### config.mk
export PLATFORM = sky130hd
export DESIGN_NAME = ctcc_core
export DESIGN_NICKNAME = d
export VERILOG_FILES = /design/src/sv/ctcc_pkg.sv /design/src/sv/ctcc_crc_byte.sv /design/src/sv/ctcc_core.sv
export SDC_FILE = /design/constraint.sdc
export NUM_CORES = 1
export LEC_CHECK = 0
export ABC_AREA = 1
export BUFFER_PORTS_ARGS = -buffer_cell sky130_fd_sc_hd__buf_2
export CORE_UTILIZATION = 61
export CTS_BUF_LIST = sky130_fd_sc_hd__clkbuf_4
export DETAILED_ROUTE_END_ITERATION = 10
export PLACE_DENSITY = 0.91
export SYNTH_ARGS = -nofsm -noshare
export SYNTH_HDL_FRONTEND = slang
export SYNTH_HIERARCHICAL = 1
export SYNTH_SLANG_ARGS = --single-unit
### constraint.sdc
create_clock -name clk -period 7.4 [get_ports clk]
set_input_delay 1.48 -clock clk [delete_from_list [all_inputs] [get_ports clk]]
set_output_delay 1.48 -clock clk [all_outputs]
set_load 0.1 [all_outputs]
### src/sv/ctcc_pkg.sv
// Package: item types, opcodes, status codes and constants of the chunked transfer CRC checker.
package ctcc_pkg;

	// Largest chunk length accepted on a chunk header
	localparam int unsigned MAX_CHUNK_BYTES = 4096;
	// Reflected CRC-32 polynomial (IEEE)
	localparam logic [31:0] CRC_POLY = 32'hEDB8_8320;

	// Opcodes
	localparam logic [1:0] OP_START    = 2'd0;
	localparam logic [1:0] OP_CHUNK    = 2'd1;
	localparam logic [1:0] OP_DATA     = 2'd2;
	localparam logic [1:0] OP_COMPLETE = 2'd3;

	// Status codes
	localparam logic [3:0] ST_OK          = 4'd0;
	localparam logic [3:0] ST_BAD_META    = 4'd1;
	localparam logic [3:0] ST_UNEXP_CHUNK = 4'd2;
	localparam logic [3:0] ST_ORDER       = 4'd3;
	localparam logic [3:0] ST_OVERSIZE    = 4'd4;
	localparam logic [3:0] ST_UNEXP_DONE  = 4'd5;
	localparam logic [3:0] ST_INVALID     = 4'd6;
	localparam logic [3:0] ST_RECEIVED    = 4'd7;
	localparam logic [3:0] ST_STRAY       = 4'd8;

	// Input item
	typedef struct packed {
		logic [1:0]  opcode;
		logic [63:0] trans_id;
		logic [31:0] total_size;
		logic [31:0] expected_crc;
		logic [31:0] chunk_number;
		logic [12:0] chunk_length;
		logic [7:0]  data_byte;
	} in_item_t;

	// Result item
	typedef struct packed {
		logic [3:0]  status;
		logic        transfer_active;
		logic [31:0] bytes_received;
		logic [31:0] crc_value;
	} out_item_t;

endpackage

### src/sv/ctcc_crc_byte.sv
// One-byte update of a finished reflected CRC-32, unrolled into XOR logic.
module ctcc_crc_byte
	import ctcc_pkg::*;
(
	input  logic [31:0] crc_in,
	input  logic [7:0]  data,
	output logic [31:0] crc_out
);

	// Undo the final inversion, shift in eight bits, invert again
	always_comb begin
		logic [31:0] c;
		c = ~crc_in ^ {24'd0, data};
		for (int k = 0; k < 8; k++) begin
			c = (c >> 1) ^ (CRC_POLY & {32{c[0]}});
		end
		crc_out = ~c;
	end

endmodule

### src/sv/ctcc_core.sv
// Transfer state, per-item checks and result formation.
module ctcc_core
	import ctcc_pkg::*;
(
	input  logic        clk,
	input  logic        arst_n,
	input  logic        cfg_we,
	input  logic [31:0] cfg_wdata,
	input  logic        accept,
	input  in_item_t    item,
	output out_item_t   result
);

	logic [31:0] max_size_q;
	logic        active_q;
	logic [63:0] id_q;
	logic [31:0] size_goal_q;
	logic [31:0] crc_goal_q;
	logic [31:0] next_chunk_q;
	logic [31:0] byte_count_q;
	logic [31:0] crc_q;
	logic [12:0] left_q;

	logic        active_d;
	logic [63:0] id_d;
	logic [31:0] size_goal_d;
	logic [31:0] crc_goal_d;
	logic [31:0] next_chunk_d;
	logic [31:0] byte_count_d;
	logic [31:0] crc_d;
	logic [12:0] left_d;
	logic [3:0]  status_d;

	logic [31:0] crc_next;
	logic        id_match;
	logic        over_chunk;
	logic [32:0] size_sum;

	ctcc_crc_byte u_crc (
		.crc_in (crc_q),
		.data   (item.data_byte),
		.crc_out(crc_next)
	);

	assign id_match   = active_q && (id_q == item.trans_id);
	assign over_chunk = {19'd0, item.chunk_length} > 32'(MAX_CHUNK_BYTES);
	assign size_sum   = {1'b0, byte_count_q} + {20'd0, item.chunk_length};

	// Next state and status for the item
	always_comb begin
		active_d     = active_q;
		id_d         = id_q;
		size_goal_d  = size_goal_q;
		crc_goal_d   = crc_goal_q;
		next_chunk_d = next_chunk_q;
		byte_count_d = byte_count_q;
		crc_d        = crc_q;
		left_d       = left_q;
		status_d     = ST_OK;
		case (item.opcode)
			OP_START: begin
				if ((item.total_size == 32'd0) || (item.total_size > max_size_q)) begin
					status_d = ST_BAD_META;
				end else begin
					active_d     = 1'b1;
					id_d         = item.trans_id;
					size_goal_d  = item.total_size;
					crc_goal_d   = item.expected_crc;
					next_chunk_d = 32'd0;
					byte_count_d = 32'd0;
					crc_d        = 32'd0;
					left_d       = 13'd0;
				end
			end
			OP_CHUNK: begin
				if (!id_match) begin
					status_d = ST_UNEXP_CHUNK;
				end else if (item.chunk_number != next_chunk_q) begin
					status_d = ST_ORDER;
				end else if (over_chunk || (size_sum > {1'b0, size_goal_q})) begin
					status_d = ST_OVERSIZE;
				end else begin
					left_d       = item.chunk_length;
					next_chunk_d = next_chunk_q + 32'd1;
				end
			end
			OP_DATA: begin
				if (!active_q || (left_q == 13'd0)) begin
					status_d = ST_STRAY;
				end else begin
					crc_d        = crc_next;
					byte_count_d = byte_count_q + 32'd1;
					left_d       = left_q - 13'd1;
				end
			end
			OP_COMPLETE: begin
				if (!id_match) begin
					status_d = ST_UNEXP_DONE;
				end else if ((byte_count_q != size_goal_q) || (crc_q != crc_goal_q)) begin
					status_d = ST_INVALID;
				end else begin
					status_d = ST_RECEIVED;
					active_d = 1'b0;
					left_d   = 13'd0;
				end
			end
			default: begin
				status_d = ST_OK;
			end
		endcase
		// Order, size and validation errors drop the transfer
		if ((status_d == ST_ORDER) || (status_d == ST_OVERSIZE) || (status_d == ST_INVALID)) begin
			active_d     = 1'b0;
			id_d         = 64'd0;
			size_goal_d  = 32'd0;
			crc_goal_d   = 32'd0;
			next_chunk_d = 32'd0;
			byte_count_d = 32'd0;
			crc_d        = 32'd0;
			left_d       = 13'd0;
		end
	end

	// Result reflects the state after the item
	always_comb begin
		result.status          = status_d;
		result.transfer_active = active_d;
		result.bytes_received  = byte_count_d;
		result.crc_value       = crc_d;
	end

	// Size limit register
	always_ff @(posedge clk or negedge arst_n) begin
		if (!arst_n) begin
			max_size_q <= 32'hFFFF_FFFF;
		end else if (cfg_we) begin
			max_size_q <= cfg_wdata;
		end
	end

	// Transfer state
	always_ff @(posedge clk or negedge arst_n) begin
		if (!arst_n) begin
			active_q     <= 1'b0;
			id_q         <= 64'd0;
			size_goal_q  <= 32'd0;
			crc_goal_q   <= 32'd0;
			next_chunk_q <= 32'd0;
			byte_count_q <= 32'd0;
			crc_q        <= 32'd0;
			left_q       <= 13'd0;
		end else if (accept) begin
			active_q     <= active_d;
			id_q         <= id_d;
			size_goal_q  <= size_goal_d;
			crc_goal_q   <= crc_goal_d;
			next_chunk_q <= next_chunk_d;
			byte_count_q <= byte_count_d;
			crc_q        <= crc_d;
			left_q       <= left_d;
		end
	end

endmodule

# Word-level counts from Yosys, hierarchy flattened
# Index checks and enable logic that the tools add are counted.
# word_totals
reg_bits	270
input_bits	219
# op_classes
add_sub_neg	4
n_lt_le_gt_ge	3
eq_ne	18
muxes	45
n_bitwise	11
n_reduce_logical	16
# op_table
cell	count
32-bit two-way mux	17
31-bit by 32-bit XOR with 32-bit output	8
64-bit two-way mux	3
32-bit case mux with 2 select lines	3
13-bit two-way mux	8
32-bit != test	3
32-bit by 1-bit adder with 32-bit output (second input constant)	2
64-bit == test	1
32-bit inverter	2
13-bit case mux with 4 select lines	1
32-bit by 13-bit adder with 33-bit output	1
33-bit by 32-bit > comparator with 1-bit output	1
32-bit > comparator	1
32-bit logical NOT	1
32-bit by 8-bit XOR with 32-bit output	1
3-bit != test (second input constant)	7
4-bit case mux with 4 select lines	1
13-bit > comparator (second input constant)	1
13-bit logical NOT	1
13-bit by 1-bit subtractor with 13-bit output (second input constant)	1
3-bit two-way mux	3
4-bit by 3-bit == test with 1-bit output (second input constant)	2
8-bit AND reduction	1
1-bit logical OR	6
other kinds (15)	21

# Logic depth before layout (Yosys ltp)
# Gate-level depths: netlist of the first run.
# logic_depth
ltp_word	14
mapped_depth	39
depth_no_buf	36

# By module
# The synthesis of the first run kept the hierarchy.
# by_module_without_submodules
mod	instances	cells_per_inst	area_each_um2	seq_area_each_um2
ctcc_core	1	2910	19633.8	6796.5
ctcc_crc_byte	1	173	1300.0	0.0

# Worst setup path before layout of the first run
# No wires, ideal clock.
# synth_timing
kind	input-to-output
start	in item[10] (netlist name)
end	out result[62] (netlist name)
arrival_time_ps	6157
required_time_ps	5920
path_slack_ps	-237
stages	28
cell_sequence	ha_1 nand3_1 o211ai_1 a21o_1 a21oi_1 o21ai_0 a21oi_1 nor2_1 nand2_1 nor4_1 xor2_1 ha_1 nand2_1 nor3_1 nand2_1 nand2_1 nand2_1 nand2_1 nand2_1 nand2_1 nand2_1 nand2_1 nand2_1 nand2_2 nand2_2 nand3_1 nand3_1 nor2_1
# synth_lines
element	line_no	text
start, declared	ctcc_core.sv:10	input in_item_t item,
end, declared	ctcc_core.sv:11	output out_item_t result

==> results of run 1 <==
## final cells by class
type	instances	area, um^2	area share
antenna	9	22.5	0.000893
clock buffer	112	841	0.0333
clock inverter	19	126	0.00501
inverter	388	1510	0.0599
multi-input combinational	2300	12400	0.490
sequential	270	6800	0.270
tap	448	561	0.0222
timing repair buffer	333	2990	0.119
## sequential cells by signal, indices dropped and copies added, names as in the netlist
signal        count
active_q          1
byte_count_q     32
crc_goal_q       32
crc_q            32
id_q             64
left_q           13
max_size_q       32
next_chunk_q     32
size_goal_q      32
## kinds of logic after synthesis
logic type	Yosys count	share of synthesized area
AND/OR/NAND/NOR	1574	0.328
buffers and inverters	514	0.0996
AO/OA/AOI/OAI	438	0.109
flip-flops	270	0.325
XOR/XNOR	201	0.0868
adder cells (fa/ha/maj)	85	0.0512
multiplexers	1	0.000538
## cells in the mapped netlist, types with 2 or more instances
master       n
nand2_1   1004
inv_1      377
dfrtp_1    238
o21ai_0    223
nor2_1     209
xor2_1     139
o21ai_1    105
nand3_1    101
nand4_1     94
ha_1        84
a21oi_1     72
xnor2_1     56
buf_2       53
clkbuf_1    48
nor3_1      41
dfstp_2     32
or2_2       24
nand2_2     21
nand2_4     21
nor4_1      21
buf_4       14
a22oi_1     12
inv_2        9
nand3_2      7
o22ai_1      7
nand3b_1     6
clkbuf_2     5
nand2_8      5
nor2_2       5
a21o_1       3
buf_1        3
buf_6        3
o31ai_1      3
xor2_2       3
a31oi_1      2
and2_1       2
nor3_2       2
nor3b_1      2
o211ai_1     2
o21bai_1     2
xnor2_2      2
## layout by cell type, fill, tap and decap left out, types with 33 or more instances in the layout
master    count
a21oi_1      67
buf_12       70
buf_2       218
buf_4        33
clkbuf_4    113
dfrtp_1     238
ha_1         80
inv_1       352
nand2_1     977
nand2_2      37
nand3_1      98
nand4_1      94
nor2_1      204
nor3_1       40
o21ai_0     220
o21ai_1     106
xnor2_1      56
xor2_1      139
## power breakdown
part	total (mW)	switching [mW]	internal, mW
combinational	1.78	1.13	0.648
sequential	1.95	0.237	1.72
clock	1.44	0.705	0.730
total	5.16	2.07	3.09
## worst paths after layout
check                           startpoint               end  depth (start not counted)
max                                item[8]        result[39]                         29
min in group asynchronous           arst_n  next_chunk_q[18]                          1
max reg2reg                byte_count_q[2]  next_chunk_q[17]                         36
min                               id_q[23]          id_q[23]                          2
max in group asynchronous           arst_n   size_goal_q[10]                          2
min reg2reg                       id_q[23]          id_q[23]                          2
## per-layer routing
layer,vias up,wire [um],track usage
met4,0,3830,0.217
li1,10433,-,-
met1,10348,26700,0.492
met3,281,8250,0.0932
met5,-,0,0
met2,1401,31200,0.598
## metrics by stage
step | instance area [um^2] | setup WS, ns | utilization | power [mW]
2_1_floorplan | 21000 | 0.0272 | - | 3.08
3_3_place_gp | 23700 | 0.0764 | 0.704 | 3.56
3_5_place_dp | 23700 | -0.105 | 0.704 | 3.63
4_1_cts | 24700 | 0.0565 | 0.735 | 5.08
5_1_grt | 25200 | -0.119 | 0.750 | 5.45
6_report | 25200 | 0.120 | 0.750 | 5.16
## what timing repair did
item	in CTS	in global routing
cloned	2	6
pin swaps	0	16
hold buffers	0	0
hold endpoints to repair	0	0
setup endpoints to repair	57	65
gates resized for setup	5	79
setup buffers	2	10
## worst max-delay path: cells and delay by family
family	cells	cell delay (ns)
AND/OR/NAND/NOR	18	2.15
adder cells (fa/ha/maj)	3	0.96
buffers and inverters	5	0.70
AO/OA/AOI/OAI	2	0.34
XOR/XNOR	1	0.15
==> results.txt, run 1 <==
H-tree Lvls - 3
Synth top area share - 0.285
Syn_area_per_cell - 6.79 um^2
Critical path arrival - 5.80 ns
Drt first pass iters - 6
P&R area growth vs syn - 20.5%
Crit Path Category - in -> out
Ys async rst share - 1.00
Area of the core - 0.0336 mm^2
Worst skew pair latency - 0.81 ns
CP max-delay cell - fa_1
Peak supply drop - 128 uV
Main flop type after synthesis - dfrtp_1
Total Nets Final - 3672
Largest net degree at the start of global routing - 149
First-pass GRT wire length - 108 mm
CP peak stage delay - 0.42 ns
CTS buffer count - 75
Leading area contributor after synthesis - dfrtp_1
Layout cell share with drive strength beyond 1 - 0.195
Synthesis Warnings - 6
Setup-failing EPs final - 0
WP data required - 5.92 ns
Post-Synthesis Cell Area - 0.0209 mm^2
Number of synthesized flops with an enable pin - 0
Row cnt - 67
Wirelength, routed - 70.0 mm
Sink Count - 270
GRT Resource Usage Total - 0.385
Clk buf depth - 3
Initial Utilization - 0.623
Antenna violations before repair - 8
Leak pwr - 13.2 nW
Vias in the first global route - 21069
Die area - 0.0351 mm^2
Layout Skew - 0.0748 ns
Hold slack - 0.493 ns
Port bufs - 287
Measured slew at the worst slew-check pin - 1.34 ns
Post-Synthesis Net Count - 3387
Final Slew Violations - 0
Final hold viol count - 0
CTS tree - done
Post-DP HPWL - 50.5 mm
Final min period - 7.28 ns
Synth area leaders - dfrtp_1, nand2_1, inv_1
Number of remaining DRC errors - 0
Via density - 5.79
Total I/O pin count - 288
Critical Path Source Type - input port
Initial DRC count - 2619
Final worst-path cycle share - 0.984
Global route overflow - 0
Die Span Y - 187 um
Slew margin rel. - 0.104
Register-to-register setup slack - 1.60 ns
RSZ-0062 raised after global routing - yes
Routed WL per cell - 18.1 um
Status - complete, no violations
Non-Filler Instances - 3879
Synth unique cells - 62
Root Driver - clkbuf_4
HP Class - reg -> reg
Max-Cap Viols - 0
Power density over cell area - 205 mW/mm^2
Seq/Total Area, Yosys - 0.325
# placed instances - 3719
Vias - 22463
Syn Inst Count - 3083
Fmax - 0.137 GHz
CP Capture Type - output pin
Worst-path maximum fanout - 7
Fill cell count - 2570
Clk pin slew, worst setup/hold paths - 0.06 ns
Final ANT Viol Nets - 0
Gp weighted congestion - 1.02
Register bit total from synthesis - 270
Fin Setup TNS - 0 ns
Die Wd - 187 um
Power figures use the tool's default switching activity.
==> run 2: changes to the inputs <==
--- a/config.mk
+++ b/config.mk
@@ -10,7 +10,8 @@
 export CORE_UTILIZATION = 61
 export CTS_BUF_LIST = sky130_fd_sc_hd__clkbuf_4
 export DETAILED_ROUTE_END_ITERATION = 10
-export PLACE_DENSITY = 0.91
+export PLACE_DENSITY = 0.84
+export RECOVER_POWER = 100
 export SYNTH_ARGS = -nofsm -noshare
 export SYNTH_HDL_FRONTEND = slang
 export SYNTH_HIERARCHICAL = 1
==> results.txt, run 2 (synthesis gave the netlist of run 1 again) <==
Leak pwr - 13.2 nW (+0.48%)
Fin area - 0.0254 mm^2 (+0.62%)
CTS buffer count - 76 (+1.3%)
First-pass GRT wire length - 104 mm (-3.5%)
Layout cell share with drive strength beyond 1 - 0.202 (+0.00735)
Final min period - 7.26 ns (-0.0170 ns)
Tot Pwr - 5.18 mW (+0.32%)
H-tree Lvls - 3 (unchanged)
End of the worst hold path - max_size_q[26]
Initial DRC count - 1995 (-24%)
Die Wd - 187 um (unchanged)
Hold Path Cell Cnt - 2 (unchanged)
Row cnt - 67 (unchanged)
Wirelength, routed - 65.9 mm (-5.9%)
Violated checks - capacitance limit, slew limit
CP Capture Type - output pin
CP peak stage delay - 0.28 ns (-0.14 ns)
Post-DP HPWL - 47.5 mm (-5.9%)
Via density - 5.64 (-2.6%)
WP data required - 5.92 ns (about the same)
Final ANT Viol Nets - 0 (unchanged)
CTS tree - done
Die Span Y - 187 um (unchanged)
Number of remaining DRC errors - 0 (unchanged)
Antenna violations before repair - 7 (-1)
Routed WL per cell - 16.9 um (-6.2%)
Largest net degree at the start of global routing - 153 (+2.7%)
Total Nets Final - 3690 (+0.49%)
Setup-failing EPs final - 0 (unchanged)
Worst path top cell family by delay - simple AND/OR/NAND/NOR gates
Fmax - 0.138 GHz (+0.23%)
P&R area growth vs syn - 21.2%
Commonest non-fill, non-tap cells in the layout - nand2_1, inv_1, dfrtp_1
Global route overflow - 0 (unchanged)
Commonest non-fill, non-tap cell in the layout - nand2_1
GRT Resource Usage Total - 0.365 (-0.0197)
Peak supply drop - 155 uV (+21%)
Gp weighted congestion - 0.988 (-3.3%)
Worst-path maximum fanout - 7 (unchanged)
Max reg flops - 64 (unchanged)
Min-delay src - max_size_q[26]
Layout Skew - 0.0556 ns (-0.0192 ns)
Critical Path Source Type - input port
Status - finished with violations
Worst Setup Slack post-DPL - -0.349 ns (-0.244 ns)
Multi-input gate area - 0.0123 mm^2 (-0.26%)
Critical path arrival - 5.78 ns (-0.02 ns)
Clk pin slew, worst setup/hold paths - 0.06 ns (about the same)
Sink Count - 270 (unchanged)
Worst setup margin - 0.137 ns (+0.0170 ns)
Most frequent CP cell - nand2_1
Slew margin rel. - -2.72 (-2.82)
Reg2Reg Launch Point - byte_count_q[3]
Largest register by flop count - id_q
Measured slew at the worst slew-check pin - 5.58 ns (+4.23 ns)
Area of the core - 0.0336 mm^2 (unchanged)
Drt first pass iters - 6 (unchanged)
R2R Path End - crc_goal_q[0]
Crit Path Category - in -> out
Initial Utilization - 0.623 (unchanged)
RSZ-0062 raised after global routing - yes
Port bufs - 287 (unchanged)
Die area - 0.0351 mm^2 (unchanged)
Reg2Reg Depth - 35 (-2.8%)
Vias - 21970 (-2.2%)
Critical path buffers and inverters - 5 (unchanged)
Total I/O pin count - 288 (unchanged)
Max-Cap Viols - 2 (+2)
Fin Setup TNS - 0 ns (unchanged)
Fill cell count - 2609 (+1.5%)
Root Driver - clkbuf_4
Final hold viol count - 0 (unchanged)
Final worst-path cycle share - 0.982 (-0.00229)
CP max-delay cell - ha_4
Area post-placement - 0.0238 mm^2 (+0.44%)
Clk buf depth - 3 (unchanged)
Vias in the first global route - 20695 (-1.8%)
Worst skew pair latency - 0.81 ns (about the same)
FF/Latch Area - 0.00680 mm^2 (unchanged)
Power density over cell area - 204 mW/mm^2 (-0.30%)
Register-to-register setup slack - 1.59 ns (about the same)
Final Slew Violations - 184 (+184)
HP Class - reg -> reg
[run 2: cell types whose count changed in the layout (fill, tap and decap cells not counted), moves of 4 or more]
cell / change
buf_4: +16
clkinv_1: +5
clkinvlp_4: -4
inv_1: -17
inv_2: +14
inv_4: +4
[run 2: what timing repair did]
action,in CTS,in global routing
pin swaps,2,24
resized for setup,9,96
setup endpoints to repair,64,64
buffers inserted,2,13
hold buffers,0,0
gates cloned,1,8
[run 2: worst register-to-register path: cells and delay by family (launching register included)]
| family | cells | cell delay, ns |
|---|---|---|
| xor gates and xnor gates | 1 | 0.21 |
| buffers and inverters | 4 | 0.99 |
| AOI/OAI and AO/OA | 9 | 1.39 |
| DFF | 1 | 0.52 |
| adders and majority gates | 2 | 0.63 |
| and+or+nand+nor | 19 | 1.96 |
[run 2: worst max-delay path by stage]
stage | from | end | slack [ns] | cells after the start
after global routing | item[11] | result[49] | -0.07 | 32
final | item[11] | result[59] | 0.14 | 33
after global placement | item[10] | result[35] | -0.12 | 30
after CTS | item[10] | result[49] | -0.009 | 31
after detailed placement | item[10] | result[49] | -0.35 | 31
after floorplan | item[10] | result[44] | 0.03 | 31
[run 2: stage by stage]
| step | cells | utilization | hold slack, ns |
|---|---|---|---|
| finish | 3895 | 0.755 | 0.490 |
| global route | 3893 | 0.755 | 0.503 |
| CTS | 3869 | 0.738 | 0.491 |
| detailed placement | 3733 | 0.707 | 0.478 |
| global placement | 3733 | 0.707 | 0.469 |
| floorplan | 3083 | - | 0.453 |
[run 2: final cells by class]
| type | count | share of cell area |
|---|---|---|
| antenna | 6 | 0.000592 |
| clock buffer | 112 | 0.0331 |
| clock inverter | 21 | 0.00636 |
| inverter | 388 | 0.0599 |
| multi-input combinational | 2299 | 0.486 |
| sequential | 270 | 0.268 |
| tap | 448 | 0.0221 |
| timing repair buffer | 351 | 0.124 |
[run 2: where the power goes]
group          total (mW)  leakage, nW  switching, mW  internal [mW]
clock                1.49        0.596          0.693          0.795
combinational        1.75         9.17           1.10          0.653
sequential           1.94         3.48          0.224           1.72
total                5.18         13.2           2.02           3.16
[run 2: routing by layer]
| layer | part of all wire | GRT usage | vias up |
|---|---|---|---|
| met5 | 0.00020 | 0 | - |
| met4 | 0.035 | 0.152 | 2 |
| met3 | 0.091 | 0.0707 | 192 |
| met2 | 0.46 | 0.587 | 1095 |
| met1 | 0.41 | 0.482 | 10232 |
| li1 | - | - | 10449 |
